### config.mk
export PLATFORM = sky130hd
export DESIGN_NAME = csi_frame_unpack_yuyv_z16_core
export DESIGN_NICKNAME = d
export VERILOG_FILES = /design/src/sv/csfu_pkg.sv /design/src/sv/csi_frame_unpack_yuyv_z16_core.sv /design/src/sv/csfu_queue.sv /design/src/sv/csfu_front.sv /design/src/sv/csfu_back.sv
export SDC_FILE = /design/constraint.sdc
export NUM_CORES = 1
export LEC_CHECK = 0
export BUFFER_PORTS_ARGS = -buffer_cell sky130_fd_sc_hd__buf_2
export CAP_MARGIN = 20
export CORE_MARGIN = 2
export CORE_UTILIZATION = 55
export CTS_CLUSTER_DIAMETER = 120
export DETAILED_ROUTE_END_ITERATION = 7
export PLACE_DENSITY = 0.69
export SLEW_MARGIN = 20
export SYNTH_ARGS = -nofsm -noshare
export SYNTH_HDL_FRONTEND = slang
export SYNTH_SLANG_ARGS = --single-unit
### constraint.sdc
create_clock -name clk -period 23.3 [get_ports clk]
set_clock_uncertainty 0.1 [all_clocks]
set_input_delay 2.33 -clock clk [delete_from_list [all_inputs] [get_ports clk]]
set_output_delay 2.33 -clock clk [all_outputs]
set_load 0.1 [all_outputs]
### src/sv/csfu_pkg.sv
// shared types, register codes and helpers of the csi frame unpacker
package csfu_pkg;

  // configuration port
  localparam int CFG_IDX_W  = 3;
  localparam int CFG_DATA_W = 24;

  localparam logic [CFG_IDX_W-1:0] CFG_PIXEL_MODE  = 3'd0;
  localparam logic [CFG_IDX_W-1:0] CFG_FRAME_START = 3'd1;
  localparam logic [CFG_IDX_W-1:0] CFG_LINE_START  = 3'd2;
  localparam logic [CFG_IDX_W-1:0] CFG_LINE_END    = 3'd3;
  localparam logic [CFG_IDX_W-1:0] CFG_WIDTH       = 3'd4;
  localparam logic [CFG_IDX_W-1:0] CFG_HEIGHT      = 3'd5;

  // register widths and reset values
  localparam int FS_W  = 24;
  localparam int LS_W  = 16;
  localparam int DIM_W = 13;
  localparam logic [DIM_W-1:0] WIDTH_RST  = 13'd1280;
  localparam logic [DIM_W-1:0] HEIGHT_RST = 13'd720;

  // pixel modes
  localparam logic MODE_DEPTH = 1'b0;
  localparam logic MODE_YUYV  = 1'b1;

  // byte position inside a pixel group
  localparam logic [1:0] PH_Y0 = 2'd0;
  localparam logic [1:0] PH_U  = 2'd1;
  localparam logic [1:0] PH_Y1 = 2'd2;
  localparam logic [1:0] PH_V  = 2'd3;

  // neutral chroma used when a line ends after y0 and u
  localparam logic [7:0] CHROMA_ZERO = 8'd128;

  // queue between parser and converter
  localparam int QUEUE_DEPTH = 4;
  localparam int QPTR_W      = $clog2(QUEUE_DEPTH);

  typedef enum logic [2:0] {
    RG_IDLE       = 3'd0,
    RG_FRAME_LEAD = 3'd1,
    RG_LINE_LEAD  = 3'd2,
    RG_ACTIVE     = 3'd3,
    RG_LINE_TAIL  = 3'd4,
    RG_DONE       = 3'd5
  } region_t;

  typedef enum logic [1:0] {
    JOB_DEPTH   = 2'd0,
    JOB_RGB_ONE = 2'd1,
    JOB_RGB_TWO = 2'd2
  } job_kind_t;

  // one pixel job: depth uses b0/b1, yuyv uses y0=b0 u=b1 y1=b2 v=b3
  typedef struct packed {
    job_kind_t  kind;
    logic [7:0] b0;
    logic [7:0] b1;
    logic [7:0] b2;
    logic [7:0] b3;
    logic       eol;
    logic       eof;
  } job_t;

  // floor shift by 8 and clamp to one byte
  function automatic logic [7:0] clamp8(input logic signed [19:0] t);
    if (t < 20'sd0) begin
      clamp8 = 8'd0;
    end else if (t[19:16] != 4'd0) begin
      clamp8 = 8'hFF;
    end else begin
      clamp8 = t[15:8];
    end
  endfunction

endpackage

### src/sv/csi_frame_unpack_yuyv_z16_core.sv
// top level of the csi frame unpacker: byte parser, job queue and pixel converter
//
// Takes one frame-buffer byte per clock and turns it into 16-bit depth pixels
// (little-endian byte pairs) or BT.601 RGB pixels (each Y0 U Y1 V group gives two
// pixels). A byte flagged in in_tuser restarts the frame; frame lead, line lead
// and line tail bytes are skipped and bytes after the last line are dropped
// until the next frame start. The parser updates its region counters for each byte
// it takes, so a byte is taken every clock while the four-entry job queue has room.
// A result passes the queue, the product register and the output register after the
// byte that completes it; the output register hands over one result per clock while
// out_ready is high, so a YUYV group gives it two results against four input bytes.
// Configuration is written by the user only while no frame data is in flight; the
// block does not enforce this. No clearing pass is needed after reset.
module csi_frame_unpack_yuyv_z16_core import csfu_pkg::*; #(
  parameter int MAX_WIDTH  = 4096,
  parameter int MAX_HEIGHT = 4096
) (
  input  logic                  clk,
  input  logic                  rst_n,
  // byte input
  input  logic                  in_tvalid,
  output logic                  in_tready,
  input  logic [7:0]            in_tdata,   // [7:0] data_byte
  input  logic                  in_tuser,   // [0] frame_first
  // pixel output
  output logic                  out_tvalid,
  input  logic                  out_tready,
  output logic [39:0]           out_tdata,  // [7:0] red, [15:8] green, [23:16] blue,
                                            // [39:24] depth
  output logic                  out_tlast,  // end_of_line
  output logic [1:0]            out_tuser,  // [0] end_of_frame, [1] last_of_burst
  // register writes
  input  logic                  cfg_valid,
  output logic                  cfg_ready,
  input  logic [CFG_IDX_W-1:0]  cfg_index,
  input  logic [CFG_DATA_W-1:0] cfg_data
);

  logic        push_valid, push_ready;
  job_t        push_job;
  logic        pop_valid, pop_ready;
  job_t        pop_job;
  logic [7:0]  red, green, blue;
  logic [15:0] depth;
  logic        eol, eof, last;

  assign cfg_ready = 1'b1;

  // byte parser
  csfu_front #(
    .MAX_WIDTH  (MAX_WIDTH),
    .MAX_HEIGHT (MAX_HEIGHT)
  ) u_front (
    .clk        (clk),
    .rst_n      (rst_n),
    .in_valid   (in_tvalid),
    .in_ready   (in_tready),
    .in_byte    (in_tdata),
    .in_first   (in_tuser),
    .cfg_wr     (cfg_valid && cfg_ready),
    .cfg_index  (cfg_index),
    .cfg_data   (cfg_data),
    .push_valid (push_valid),
    .push_ready (push_ready),
    .push_job   (push_job)
  );

  // job queue
  csfu_queue u_queue (
    .clk        (clk),
    .rst_n      (rst_n),
    .push_valid (push_valid),
    .push_ready (push_ready),
    .push_job   (push_job),
    .pop_valid  (pop_valid),
    .pop_ready  (pop_ready),
    .pop_job    (pop_job)
  );

  // pixel converter
  csfu_back u_back (
    .clk       (clk),
    .rst_n     (rst_n),
    .job_valid (pop_valid),
    .job_ready (pop_ready),
    .job       (pop_job),
    .out_valid (out_tvalid),
    .out_ready (out_tready),
    .out_red   (red),
    .out_green (green),
    .out_blue  (blue),
    .out_depth (depth),
    .out_eol   (eol),
    .out_eof   (eof),
    .out_last  (last)
  );

  // output packing
  assign out_tdata = {depth, blue, green, red};
  assign out_tlast = eol;
  assign out_tuser = {last, eof};

endmodule

### src/sv/csfu_queue.sv
// small job queue between the byte parser and the pixel converter
module csfu_queue import csfu_pkg::*; (
  input  logic clk,
  input  logic rst_n,
  input  logic push_valid,
  output logic push_ready,
  input  job_t push_job,
  output logic pop_valid,
  input  logic pop_ready,
  output job_t pop_job
);

  job_t              mem_r [QUEUE_DEPTH];
  logic [QPTR_W-1:0] wr_ptr_r;
  logic [QPTR_W-1:0] rd_ptr_r;
  logic [QPTR_W:0]   fill_r;
  logic              do_push;
  logic              do_pop;

  assign push_ready = (fill_r != (QPTR_W+1)'(QUEUE_DEPTH));
  assign pop_valid  = (fill_r != '0);
  assign pop_job    = mem_r[rd_ptr_r];
  assign do_push    = push_valid && push_ready;
  assign do_pop     = pop_valid && pop_ready;

  // entry storage
  always_ff @(posedge clk) begin
    if (do_push) begin
      mem_r[wr_ptr_r] <= push_job;
    end
  end

  // pointers and fill level
  always_ff @(posedge clk) begin
    if (!rst_n) begin
      wr_ptr_r <= '0;
      rd_ptr_r <= '0;
      fill_r   <= '0;
    end else begin
      if (do_push) begin
        wr_ptr_r <= wr_ptr_r + 1'b1;
      end
      if (do_pop) begin
        rd_ptr_r <= rd_ptr_r + 1'b1;
      end
      if (do_push && !do_pop) begin
        fill_r <= fill_r + 1'b1;
      end else if (!do_push && do_pop) begin
        fill_r <= fill_r - 1'b1;
      end
    end
  end

endmodule

### src/sv/csfu_front.sv
// byte parser: configuration registers, frame region tracking and pixel job builder
module csfu_front import csfu_pkg::*; #(
  parameter int MAX_WIDTH  = 4096,
  parameter int MAX_HEIGHT = 4096
) (
  input  logic                  clk,
  input  logic                  rst_n,
  input  logic                  in_valid,
  output logic                  in_ready,
  input  logic [7:0]            in_byte,
  input  logic                  in_first,
  input  logic                  cfg_wr,
  input  logic [CFG_IDX_W-1:0]  cfg_index,
  input  logic [CFG_DATA_W-1:0] cfg_data,
  output logic                  push_valid,
  input  logic                  push_ready,
  output job_t                  push_job
);

  localparam int EW = $clog2(MAX_WIDTH + 1);
  localparam int EH = $clog2(MAX_HEIGHT + 1);
  localparam int LW = (MAX_HEIGHT > 1) ? $clog2(MAX_HEIGHT) : 1;
  localparam int CW = EH + 1;

  // configuration registers
  logic             mode_r;
  logic [FS_W-1:0]  fs_r;
  logic [LS_W-1:0]  ls_r;
  logic [LS_W-1:0]  le_r;
  logic [DIM_W-1:0] width_r;
  logic [DIM_W-1:0] height_r;

  // parser state
  region_t          region_r, region_nxt;
  logic [FS_W-1:0]  cnt_r, cnt_nxt;
  logic [LW-1:0]    line_r, line_nxt;
  logic [1:0]       phase_r, phase_nxt;
  logic [7:0]       h0_r, h0_nxt;
  logic [7:0]       h1_r, h1_nxt;
  logic [7:0]       h2_r, h2_nxt;

  logic             accept;
  logic [EW-1:0]    eff_w;
  logic [EH-1:0]    eff_h;
  logic             fs_zero, ls_zero, le_zero;
  region_t          lead_or_active;
  region_t          base_rgn;
  logic [FS_W-1:0]  base_cnt;
  logic [LW-1:0]    base_line;
  logic [1:0]       base_phase;
  logic [FS_W-1:0]  cnt_inc;
  logic [FS_W-1:0]  rgn_len;
  logic             rgn_end;
  logic             last_ln;

  assign in_ready = push_ready;
  assign accept   = in_valid && push_ready;

  // register writes
  always_ff @(posedge clk) begin
    if (!rst_n) begin
      mode_r   <= MODE_DEPTH;
      fs_r     <= '0;
      ls_r     <= '0;
      le_r     <= '0;
      width_r  <= WIDTH_RST;
      height_r <= HEIGHT_RST;
    end else if (cfg_wr) begin
      case (cfg_index)
        CFG_PIXEL_MODE:  mode_r   <= cfg_data[0];
        CFG_FRAME_START: fs_r     <= cfg_data[FS_W-1:0];
        CFG_LINE_START:  ls_r     <= cfg_data[LS_W-1:0];
        CFG_LINE_END:    le_r     <= cfg_data[LS_W-1:0];
        CFG_WIDTH:       width_r  <= cfg_data[DIM_W-1:0];
        CFG_HEIGHT:      height_r <= cfg_data[DIM_W-1:0];
        default: ;
      endcase
    end
  end

  // effective dimensions, zero taken as one and large values saturated
  always_comb begin
    if (width_r == '0) begin
      eff_w = EW'(1);
    end else if ({1'b0, width_r} > (DIM_W+1)'(MAX_WIDTH)) begin
      eff_w = EW'(MAX_WIDTH);
    end else begin
      eff_w = EW'(width_r);
    end
    if (height_r == '0) begin
      eff_h = EH'(1);
    end else if ({1'b0, height_r} > (DIM_W+1)'(MAX_HEIGHT)) begin
      eff_h = EH'(MAX_HEIGHT);
    end else begin
      eff_h = EH'(height_r);
    end
  end

  assign fs_zero        = (fs_r == '0);
  assign ls_zero        = (ls_r == '0);
  assign le_zero        = (le_r == '0);
  assign lead_or_active = ls_zero ? RG_ACTIVE : RG_LINE_LEAD;

  // frame start restarts from the frame lead, skipping empty leads
  always_comb begin
    if (in_first) begin
      base_rgn   = fs_zero ? lead_or_active : RG_FRAME_LEAD;
      base_cnt   = '0;
      base_line  = '0;
      base_phase = PH_Y0;
    end else begin
      base_rgn   = region_r;
      base_cnt   = cnt_r;
      base_line  = line_r;
      base_phase = phase_r;
    end
  end

  // length of the current region and line position
  always_comb begin
    case (base_rgn)
      RG_FRAME_LEAD: rgn_len = fs_r;
      RG_LINE_LEAD:  rgn_len = FS_W'(ls_r);
      RG_ACTIVE:     rgn_len = FS_W'({eff_w, 1'b0});
      RG_LINE_TAIL:  rgn_len = FS_W'(le_r);
      default:       rgn_len = '0;
    endcase
  end

  assign cnt_inc = base_cnt + 1'b1;
  assign rgn_end = (cnt_inc >= rgn_len);
  assign last_ln = ((CW'(base_line) + 1'b1) >= CW'(eff_h));

  // next state and job build
  always_comb begin
    region_nxt = region_r;
    cnt_nxt    = cnt_r;
    line_nxt   = line_r;
    phase_nxt  = phase_r;
    h0_nxt     = h0_r;
    h1_nxt     = h1_r;
    h2_nxt     = h2_r;
    push_valid = 1'b0;
    push_job   = '0;

    if (accept) begin
      region_nxt = base_rgn;
      cnt_nxt    = base_cnt;
      line_nxt   = base_line;
      phase_nxt  = base_phase;

      if (base_rgn inside {RG_FRAME_LEAD, RG_LINE_LEAD, RG_ACTIVE, RG_LINE_TAIL}) begin
        // byte assembly inside the active part
        if (base_rgn == RG_ACTIVE) begin
          if (mode_r == MODE_DEPTH) begin
            if (base_phase != PH_U) begin
              h0_nxt    = in_byte;
              phase_nxt = PH_U;
            end else begin
              push_valid    = 1'b1;
              push_job.kind = JOB_DEPTH;
              push_job.b0   = h0_r;
              push_job.b1   = in_byte;
              phase_nxt     = PH_Y0;
            end
          end else begin
            case (base_phase)
              PH_Y0: begin
                h0_nxt    = in_byte;
                phase_nxt = PH_U;
              end
              PH_U: begin
                h1_nxt    = in_byte;
                phase_nxt = PH_Y1;
              end
              PH_Y1: begin
                h2_nxt    = in_byte;
                phase_nxt = PH_V;
              end
              default: begin
                push_valid    = 1'b1;
                push_job.kind = JOB_RGB_TWO;
                push_job.b0   = h0_r;
                push_job.b1   = h1_r;
                push_job.b2   = h2_r;
                push_job.b3   = in_byte;
                phase_nxt     = PH_Y0;
              end
            endcase
          end
        end

        // region end and move to the next non-empty region
        if (rgn_end) begin
          cnt_nxt = '0;
          if (base_rgn == RG_ACTIVE) begin
            // line ended after y0 and u: one pixel with neutral v
            if (mode_r == MODE_YUYV && phase_nxt == PH_Y1) begin
              push_valid    = 1'b1;
              push_job.kind = JOB_RGB_ONE;
              push_job.b0   = h0_r;
              push_job.b1   = in_byte;
              push_job.b3   = CHROMA_ZERO;
            end
            push_job.eol = push_valid;
            push_job.eof = push_valid && last_ln;
            phase_nxt    = PH_Y0;
          end
          case (base_rgn)
            RG_FRAME_LEAD: begin
              region_nxt = lead_or_active;
            end
            RG_LINE_LEAD: begin
              region_nxt = RG_ACTIVE;
            end
            RG_ACTIVE: begin
              if (last_ln) begin
                region_nxt = RG_DONE;
              end else if (le_zero) begin
                region_nxt = lead_or_active;
                line_nxt   = base_line + 1'b1;
              end else begin
                region_nxt = RG_LINE_TAIL;
              end
            end
            RG_LINE_TAIL: begin
              region_nxt = lead_or_active;
              line_nxt   = base_line + 1'b1;
            end
            default: region_nxt = RG_DONE;
          endcase
          if (region_nxt == RG_ACTIVE) begin
            phase_nxt = PH_Y0;
          end
        end else begin
          cnt_nxt = cnt_inc;
        end
      end
    end
  end

  // state registers
  always_ff @(posedge clk) begin
    if (!rst_n) begin
      region_r <= RG_IDLE;
      cnt_r    <= '0;
      line_r   <= '0;
      phase_r  <= PH_Y0;
    end else begin
      region_r <= region_nxt;
      cnt_r    <= cnt_nxt;
      line_r   <= line_nxt;
      phase_r  <= phase_nxt;
    end
  end

  // held bytes of a partial pixel group
  always_ff @(posedge clk) begin
    h0_r <= h0_nxt;
    h1_r <= h1_nxt;
    h2_r <= h2_nxt;
  end

endmodule

### src/sv/csfu_back.sv
// pixel converter: bt.601 products, sums with clamp, and result serializer
module csfu_back import csfu_pkg::*; (
  input  logic        clk,
  input  logic        rst_n,
  input  logic        job_valid,
  output logic        job_ready,
  input  job_t        job,
  output logic        out_valid,
  input  logic        out_ready,
  output logic [7:0]  out_red,
  output logic [7:0]  out_green,
  output logic [7:0]  out_blue,
  output logic [15:0] out_depth,
  output logic        out_eol,
  output logic        out_eof,
  output logic        out_last
);

  // stage 1: products
  logic               s1_valid_r;
  job_kind_t          s1_kind_r;
  logic [15:0]        s1_depth_r;
  logic               s1_eol_r;
  logic               s1_eof_r;
  logic signed [19:0] s1_c0_r, s1_c1_r;
  logic signed [19:0] s1_e409_r, s1_e208_r, s1_d100_r, s1_d516_r;

  // stage 2: results waiting on the output
  logic               s2_valid_r;
  logic               s2_two_r;
  logic               s2_idx_r;
  logic [7:0]         s2_r0_r, s2_g0_r, s2_b0_r;
  logic [7:0]         s2_r1_r, s2_g1_r, s2_b1_r;
  logic [15:0]        s2_depth_r;
  logic               s2_eol_r;
  logic               s2_eof_r;

  logic signed [9:0]  c0, c1, dd, ee;
  logic signed [19:0] c0x, c1x, ddx, eex;
  logic signed [19:0] r0_sum, g0_sum, b0_sum, r1_sum, g1_sum, b1_sum;
  logic               s2_last;
  logic               s2_take;
  logic               s1_take;
  logic               s1_adv;
  logic               is_rgb;

  // offsets of y, u and v
  assign c0  = signed'({2'b00, job.b0}) - 10'sd16;
  assign c1  = signed'({2'b00, job.b2}) - 10'sd16;
  assign dd  = signed'({2'b00, job.b1}) - 10'sd128;
  assign ee  = signed'({2'b00, job.b3}) - 10'sd128;
  assign c0x = 20'(c0);
  assign c1x = 20'(c1);
  assign ddx = 20'(dd);
  assign eex = 20'(ee);

  // handshake between stages
  assign s2_last   = s2_two_r ? s2_idx_r : 1'b1;
  assign s2_take   = !s2_valid_r || (out_ready && s2_last);
  assign s1_adv    = s1_valid_r && s2_take;
  assign s1_take   = !s1_valid_r || s2_take;
  assign job_ready = s1_take;

  always_ff @(posedge clk) begin
    if (!rst_n) begin
      s1_valid_r <= 1'b0;
    end else if (s1_take) begin
      s1_valid_r <= job_valid;
    end
  end

  always_ff @(posedge clk) begin
    if (s1_take && job_valid) begin
      s1_kind_r  <= job.kind;
      s1_depth_r <= {job.b1, job.b0};
      s1_eol_r   <= job.eol;
      s1_eof_r   <= job.eof;
      s1_c0_r    <= c0x * 20'sd298;
      s1_c1_r    <= c1x * 20'sd298;
      s1_e409_r  <= eex * 20'sd409;
      s1_e208_r  <= eex * 20'sd208;
      s1_d100_r  <= ddx * 20'sd100;
      s1_d516_r  <= ddx * 20'sd516;
    end
  end

  // channel sums with rounding
  assign r0_sum = s1_c0_r + s1_e409_r + 20'sd128;
  assign g0_sum = s1_c0_r - s1_d100_r - s1_e208_r + 20'sd128;
  assign b0_sum = s1_c0_r + s1_d516_r + 20'sd128;
  assign r1_sum = s1_c1_r + s1_e409_r + 20'sd128;
  assign g1_sum = s1_c1_r - s1_d100_r - s1_e208_r + 20'sd128;
  assign b1_sum = s1_c1_r + s1_d516_r + 20'sd128;
  assign is_rgb = (s1_kind_r != JOB_DEPTH);

  // output stage control
  always_ff @(posedge clk) begin
    if (!rst_n) begin
      s2_valid_r <= 1'b0;
      s2_idx_r   <= 1'b0;
    end else if (s2_take) begin
      s2_valid_r <= s1_valid_r;
      s2_idx_r   <= 1'b0;
    end else if (out_ready) begin
      s2_idx_r   <= 1'b1;
    end
  end

  // output stage payload
  always_ff @(posedge clk) begin
    if (s1_adv) begin
      s2_two_r   <= (s1_kind_r == JOB_RGB_TWO);
      s2_r0_r    <= is_rgb ? clamp8(r0_sum) : 8'd0;
      s2_g0_r    <= is_rgb ? clamp8(g0_sum) : 8'd0;
      s2_b0_r    <= is_rgb ? clamp8(b0_sum) : 8'd0;
      s2_r1_r    <= clamp8(r1_sum);
      s2_g1_r    <= clamp8(g1_sum);
      s2_b1_r    <= clamp8(b1_sum);
      s2_depth_r <= is_rgb ? 16'd0 : s1_depth_r;
      s2_eol_r   <= s1_eol_r;
      s2_eof_r   <= s1_eof_r;
    end
  end

  // result selection, flags only on the last result of the job
  assign out_valid = s2_valid_r;
  assign out_red   = s2_idx_r ? s2_r1_r : s2_r0_r;
  assign out_green = s2_idx_r ? s2_g1_r : s2_g0_r;
  assign out_blue  = s2_idx_r ? s2_b1_r : s2_b0_r;
  assign out_depth = s2_depth_r;
  assign out_eol   = s2_last && s2_eol_r;
  assign out_eof   = s2_last && s2_eof_r;
  assign out_last  = s2_last;

endmodule
==> results_dict.tcl, run 1 <==
set metrics [dict create \
    insertion_delay_ps 640 \
    cap_violations 0 \
    syn_area_per_cell_sq_um 11.1 \
    initial_core_util_pct 55.6 \
    crit_buf_inv 5 \
    regArea_sq_um 13000 \
    synth_top_area_share_pct 32.9 \
    syn_nets 3385 \
    grt_pass1_wl_mm 117 \
    hold_path.class "register to register" \
    setup_violations 0 \
    grt_max_degree 136 \
    gp_congestion 0.938 \
    port_buffers 85 \
    diodes 0 \
    postCtsHoldBufs 0 \
    crit_chain "buf_2 -> buf_4 -> inv_1 -> a21oi_1 -> o21a_1 -> a222oi_1 -> a21boi_0 -> ha_1 -> nand2_1 -> or4_1 -> nor2_1 -> a211oi_2 -> buf_4 -> or2_2 -> a31oi_2 -> ha_1 -> inv_1 -> fa_1 -> xor2_1 -> or3_1 -> a21boi_0" \
    crit_path_end_kind "register" \
    row_count 87 \
    hold_viol 0 \
    grt_pass1_vias 21600 \
    tightest_slew_ps 1090 \
    cp_slowest_stage_delay_ps 750 \
    cts_num_sinks 479 \
    ys_types 84 \
    ant_nets 0 \
    synthArstFlopShare_pct 0 \
    status "finished, final reports clean" \
    fin_nets 3464 \
    drc 0 \
    multiInputGateArea_sq_um 17200 \
    synthCells 2815 \
    die_y_um 243 \
    setup.worst_path.start_class "input port" \
    rsz0062_at_grt "false" \
    finalCriticalPeriod_ps 8350 \
    die_x_um 243 \
    yosysSeqAreaShare_pct 41.6 \
    fmax_mhz 120 \
    cts_buffers 52 \
    yosysTopAreaCell "edfxtp_1" \
    post_cts_buffers 0 \
    cp_max_fo 42 \
    synth_top_flop_cell "edfxtp_1" \
    netlist_area_sq_um 31300 \
    htreeDepth 2 \
    wl_per_cell_um 20.0 \
    clock_path_buffers 3 \
    yosys_warnings 0 \
    totalWireLength_mm 74.0 \
    die-area_sq_um 58900 \
    coreArea_sq_um 56400 \
    drive_gt1_share_pct 9.88 \
    synth.area.top_cells "edfxtp_1 33%, ha_1 18%, dfxtp_1 8.7%, fa_1 5.2%, nand2_1 3.3%" \
    finalCritPeriodShare_pct 35.8 \
    drt-initial-drc-count 1306 \
    synth_edf_count 343 \
    slowest_stage "o21a_1" \
    drtPass1Iterations 7 \
    viasPerCell 5.82 \
    synth_seq_cells 479 \
    dr_total_vias 21500 \
    root_buffer "clkbuf_16" \
    final-max-slew-violation-count 0 \
    worstPathRequired_ps 23760 \
    place.detailed.hpwl_mm 55.3 \
    tns_ps 0 \
    grt.overflow.total 0 \
    slew_headroom_pct 27.5 \
    track_usage_pct 25.2 \
    nFillCells 4564 \
    io_pins 87 \
    clk_pin_slew_worst_paths_ps 60 \
    area_growth_pct 9.87 \
    grt_antenna_before_repair 2 \
    critPathTopFamily "compound AO/OA/AOI/OAI gates" \
    cp_data_arrival_time_ps 8810 \
    cts_tree "built" \
    ctsResizeCount 0 \
    criticalPathCategory "input port to register" \
]
==> cell usage in the layout (no fill, tap or decap), drive strengths merged, types with 7 or more instances in the layout <==
master	n
mux2	27
nor2	121
a211oi	17
xnor2	93
and2	60
fa	81
buf	104
clkbuf	58
or3	18
nor3	40
o31a	11
nand2	277
a222oi	16
nand4	9
a21boi	121
o21a	51
a22oi	11
nand3	66
o21ai	77
nor2b	43
o21bai	12
a31oi	23
xor2	61
mux4	36
or2	14
bufinv	8
a21o	31
nand2b	16
a22o	10
inv	232
and3	19
a21oi	101
nor4	21
edfxtp	343
clkinv	25
nor3b	7
dfxtp	136
ha	448
==> worst paths after layout <==
path | depth (start not counted) | start | slack (ps) | endpoint
setup / recovery | 21 | in_tuser | 14950 | u_queue.fill_r[2]
hold / removal | 0 | u_back.s1_eol_r | 330 | u_back.s2_eol_r
setup reg to reg | 21 | u_front.fs_r[5] | 16430 | u_queue.fill_r[2]
hold reg to reg | 0 | u_back.s1_eol_r | 330 | u_back.s2_eol_r
==> metrics by stage <==
stage	setup slack [ps]	instances	util [%]	hold WS [ps]	instance area, sq um
finish	14950	3691	61.0	331	34400
global route	14400	3691	61.0	344	34400
CTS	15000	3690	61.0	332	34400
detailed placement	14320	3595	57.8	313	32600
global placement	14130	3595	57.8	316	32600
floorplan	13830	2815	-	300	31300
==> registers in the layout, summed over array words and instances (netlist names), 18 cells and up, named ones only <==
signal / cells
u_back.s1_e409_r: 19
u_front.fs_r: 24
u_queue.mem_r: 144
u_back.s1_c1_r: 18
u_front.cnt_r: 24
==> cells in the mapped netlist, types with 17 or more instances <==
cell,number
nor2b_1,43
or3_1,18
a21oi_1,100
mux2_2,27
a31oi_1,22
inv_1,231
nand2_1,277
xor2_1,61
fa_1,81
nor4_1,21
xnor2_1,92
clkbuf_1,60
o21a_1,51
nand3_1,66
mux4_2,36
nor2_1,120
nor3_1,40
a21boi_0,119
ha_1,448
and2_1,60
a211oi_1,17
edfxtp_1,343
o21ai_0,75
a21o_1,31
and3_1,19
dfxtp_1,136
==> routing by layer <==
metal,wire length (um),track usage [%]
met1,32100,32.8
met2,36000,43.5
met3,3160,2.93
met4,2670,9.20
met5,0,0
==> area by class of cell <==
cell class,count,area share (%)
clock buffer,58,3.91
clock inverter,37,1.36
inverter,231,2.52
multi-input combinational,2026,49.9
sequential,479,37.8
tap,756,2.75
timing repair buffer,104,1.69
==> kinds of logic after synthesis <==
logic type | count (synthesis) | share of synthesized area, %
other | 1 | 0.0120
muxes | 69 | 3.75
AOI/OAI and AO/OA | 541 | 12.2
xor gates and xnor gates | 154 | 4.37
DFF | 479 | 41.6
and+or+nand+nor | 732 | 11.2
adders and majority gates | 529 | 23.1
buffers and inverters | 310 | 3.79
Power of run 1 is not shown: default switching activity piles up to over one toggle a cycle in this logic, so the estimate is an artifact.
==> run 2: changes to the inputs <==
Settings changed: PLACE_DENSITY 0.69 to 0.71.
Clock period 23.3 ns to 6.7 ns, I/O delays scaled along.
==> run 2 against run 1 <==
Die area stayed put. Sequential share of layout area is 0.24 points lower. Count of clock-buffer cells in the layout is 1 higher. Largest cell class unchanged.
==> results_dict.tcl, run 2 (same netlist as run 1, synthesis figures left out) <==
set metrics [dict create \
    gp_congestion 0.954 \
    clk_pin_slew_worst_paths_ps 70 \
    status "finished, final reports clean" \
    setup_violations 0 \
    viasPerCell 5.82 \
    grt_pass1_wl_mm 118 \
    crit_path_end_kind "register" \
    final-max-slew-violation-count 0 \
    grt_max_degree 136 \
    ctsResizeCount 0 \
    cts_num_sinks 479 \
    wl_per_cell_um 20.0 \
    grt.overflow.total 0 \
    postCtsHoldBufs 0 \
    reg_top3 "u_queue.mem_r (144), u_front.cnt_r (24), u_front.fs_r (24)" \
    io_pins 87 \
    port_buffers 85 \
    worstPathRequired_ps 6970 \
    cts_buffers 52 \
    die_x_um 243 \
    drtPass1Iterations 6 \
    hold_path.class "input port to register" \
    root_buffer "clkbuf_16" \
    coreArea_sq_um 56400 \
    finalCriticalPeriod_ps 6040 \
    post_cts_buffers 0 \
    dr_total_vias 21600 \
    cp_data_arrival_time_ps 6310 \
    place.detailed.hpwl_mm 55.2 \
    cp_max_fo 16 \
    rsz0062_at_grt "false" \
    critPathTopFamily "adder cells" \
    setup.worst_path.start_class "register" \
    hold_viol 0 \
    drive_gt1_share_pct 10.4 \
    crit_path_frequent_cell "ha_1" \
    cp_slowest_stage_delay_ps 680 \
    diodes 0 \
    place_ws_ps 594 \
    die_y_um 243 \
    totalWireLength_mm 74.0 \
    layout_commonest_cell "ha_1" \
    track_usage_pct 25.2 \
    crit_buf_inv 3 \
    drc 0 \
    htreeDepth 2 \
    top_register "u_queue.mem_r" \
    grt_pass1_vias 21500 \
    layout.cells.most_common_list "448 x ha_1, 343 x edfxtp_1, 277 x nand2_1" \
    largest_reg_flops 144 \
    fmax_mhz 165 \
    row_count 87 \
    clock_path_buffers 3 \
    cap_violations 0 \
    setup_ws_ps 658 \
    initial_core_util_pct 55.6 \
    slew_headroom_pct 24.1 \
    area_growth_pct 10.6 \
    tns_ps 0 \
    criticalPathCategory "register to register" \
    insertion_delay_ps 630 \
    slowest_stage "dfxtp_2" \
    cts_tree "built" \
    tightest_slew_ps 1130 \
    crit_chain "mux4_2 -> inv_1 -> ha_1 -> xor2_1 -> ha_1 -> ha_1 -> ha_1 -> inv_1 -> fa_1 -> inv_1 -> ha_1 -> a21o_1 -> a21oi_1 -> nand2b_1 -> a21boi_0 -> o311a_1 -> o21a_1 -> o21a_1 -> o41a_1 -> xor2_1" \
    grt_antenna_before_repair 0 \
    die-area_sq_um 58900 \
    finalCritPeriodShare_pct 90.2 \
    fin_nets 3475 \
    ant_nets 0 \
    drt-initial-drc-count 1615 \
    hold-worst-slack_ps 200 \
]
## run 2: cell count changes in the layout (fill, tap and decap cells not counted), sizes merged
cell | before | now
clkinvlp | 3 | 7
buf | 104 | 115
inv | 232 | 235
clkinv | 25 | 15
bufinv | 8 | 12
clkbuf | 58 | 59
## run 2: final cells by class
class,count,area [sq um]
clock inverters,38,584
fillers,4573,21800
clock buffers,59,1360
repair buffers,115,687
well taps,756,946
flip-flops and latches,479,13000
inverters,231,867
multi-input cells,2026,17200
## run 2: final timing paths
kind	slack, ps	endpoint	start	depth (start not counted)
max	660	u_back.s1_c1_r[17]	register	20
min	200	u_front.fs_r[18]	cfg_data[18]	3
max reg2reg	660	u_back.s1_c1_r[17]	register	20
min reg2reg	330	u_back.s2_eol_r	u_back.s1_eol_r	0
## run 2: worst min-delay path: stages
cell,delay [ps]
buf_2,90
nand2_1,40
a21boi_0,60
## run 2: per-stage QoR
stage	cells	utilization, %	cell area [sq um]
floorplan	2815	-	31300
global placement	3606	57.9	32700
detailed placement	3606	57.9	32700
CTS	3703	61.4	34600
global route	3704	61.4	34600
finish	3704	61.4	34600
## run 2: metal layers
layer | up-vias | global-route usage (%) | share of wire, %
met5 | - | 0 | 0
met1 | 10500 | 33.9 | 44
met4 | 0 | 9.36 | 3.7
met3 | 137 | 2.75 | 4.7
met2 | 566 | 42.4 | 48
li1 | 10300 | - | -
Power of run 2 is left out for the same reason.
==> run 3: changes to the inputs <==
Settings changed: REMOVE_ABC_BUFFERS set to 1.
==> run 3 against run 2 <==
Count of clock-buffer cells in the layout increased by 6. Register-to-register slack got worse by 110 ps. Sequential share of layout area increased by 0.25 points. Global-route usage decreased by 0.88 points. Maximum frequency decreased by 1.9%. Critical path depth unchanged. Critical path type unchanged. Largest cell class unchanged.
==> results_dict.tcl, run 3 (same netlist as run 1, synthesis figures left out) <==
set metrics [dict create \
    largest_reg_flops 144 \
    totalWireLength_mm 71.0 \
    fin_area_sq_um 34400 \
    final-max-slew-violation-count 0 \
    setup.worst_path.start_class "register" \
    postPlaceCellArea_sq_um 32700 \
    port_buffers 85 \
    fmax_mhz 162 \
    die_x_um 243 \
    fin_nets 3475 \
    cap_violations 0 \
    viasPerCell 5.79 \
    hold_viol 0 \
    finalCriticalPeriod_ps 6160 \
    drive_gt1_share_pct 10.1 \
    diodes 0 \
    finalCritPeriodShare_pct 91.9 \
    layout.cells.most_common_list "448 x ha_1, 343 x edfxtp_1, 277 x nand2_1" \
    row_count 87 \
    coreArea_sq_um 56400 \
    crit_path_end_kind "register" \
    postCtsHoldBufs 0 \
    tightest_slew_ps 1100 \
    io_pins 87 \
    drtPass1Iterations 6 \
    worstPathRequired_ps 6970 \
    cts_tree "built" \
    gp_congestion 0.907 \
    cp_max_fo 16 \
    die-area_sq_um 58900 \
    place.detailed.hpwl_mm 53.8 \
    criticalPathCategory "register to register" \
    insertion_delay_ps 620 \
    cts_buffers 51 \
    reg_top3 "u_queue.mem_r (144), u_front.cnt_r (24), u_front.fs_r (24)" \
    drc 0 \
    dr_total_vias 21400 \
    multiInputGateArea_sq_um 17200 \
    clk_pin_slew_worst_paths_ps 60 \
    cts_num_sinks 479 \
    clock_path_buffers 3 \
    track_usage_pct 24.3 \
    top_register "u_queue.mem_r" \
    root_buffer "clkbuf_16" \
    nFillCells 4562 \
    rsz0062_at_grt "false" \
    htreeDepth 2 \
    wl_per_cell_um 19.2 \
    post_cts_buffers 0 \
    status "finished, final reports clean" \
    grt_pass1_vias 21500 \
    grt_max_degree 131 \
    initial_core_util_pct 55.6 \
    hold-worst-slack_ps 209 \
    slew_headroom_pct 26.8 \
    drt-initial-drc-count 1260 \
    ant_nets 0 \
    hold_path.class "input port to register" \
    setup_violations 0 \
    cp_data_arrival_time_ps 6430 \
    grt_pass1_wl_mm 114 \
    layout_commonest_cell "ha_1" \
    ctsResizeCount 0 \
    grt_antenna_before_repair 0 \
    die_y_um 243 \
    area_growth_pct 9.84 \
    regArea_sq_um 13000 \
    grt.overflow.total 0 \
]
==> run 3: changes by cell type in the layout (fill, tap and decap cells not counted), moves of 2 or more <==
cell / delta
buf_4: +2
bufinv_16: -7
clkbuf_1: +3
clkbuf_8: +3
clkinv_1: +6
clkinv_4: -3
clkinvlp_4: -5
==> run 3: per-stage QoR <==
stage	TNS (ps)	cells	setup WS, ps	utilization (%)
floorplan	-192520	2736	-2440	-
global route	0	3701	81.6	61.0
CTS	0	3700	531	61.0
detailed placement	0	3607	286	57.9
finish	0	3701	543	61.0
global placement	0	3607	527	57.9
==> run 3: layout make-up <==
class	count	area share [%]
Clock buffer	65	4.10
Timing Repair Buffer	116	1.98
Multi-Input combinational cell	2026	49.9
Clock inverter	28	0.916
Sequential cell	479	37.9
Inverter	231	2.52
Tap cell	756	2.75
==> run 3: worst max-delay path: stages (launching register included) <==
cell and delay [ps]:
dfxtp_2 690, mux4_2 630, inv_1 220, ha_1 220, xor2_1 370, ha_1 330
ha_1 310, ha_1 290, inv_1 50, fa_1 590, inv_1 60, ha_1 280
a21o_1 170, a21oi_1 200, nand2b_1 130, a21boi_0 100, o311a_1 330, o21a_1 190
o21a_1 180, o41a_1 330, xor2_1 150
==> run 3: metal layers <==
metal  GRT usage, %  share of wire, %  wire length (um)  up-vias
met4           8.53               3.3              2370        0
met2           43.0                50             35600      515
li1               -                 -                 -    10400
met1           30.5                42             29700    10400
met3           3.43               4.8              3400      128
met5              0                 0                 0        -
==> run 3: path summary, 6_finish.rpt <==
check,to,start,cells after the start,slack [ps]
worst min-delay path,u_front.fs_r[23],cfg_data[23],3,210
worst max-delay path,u_back.s1_c0_r[17],register,20,540
worst max register to register,u_back.s1_c0_r[17],register,20,540
worst min register to register,u_back.s2_eof_r,u_back.s1_eof_r,0,320
Power of run 3 is left out for the same reason.
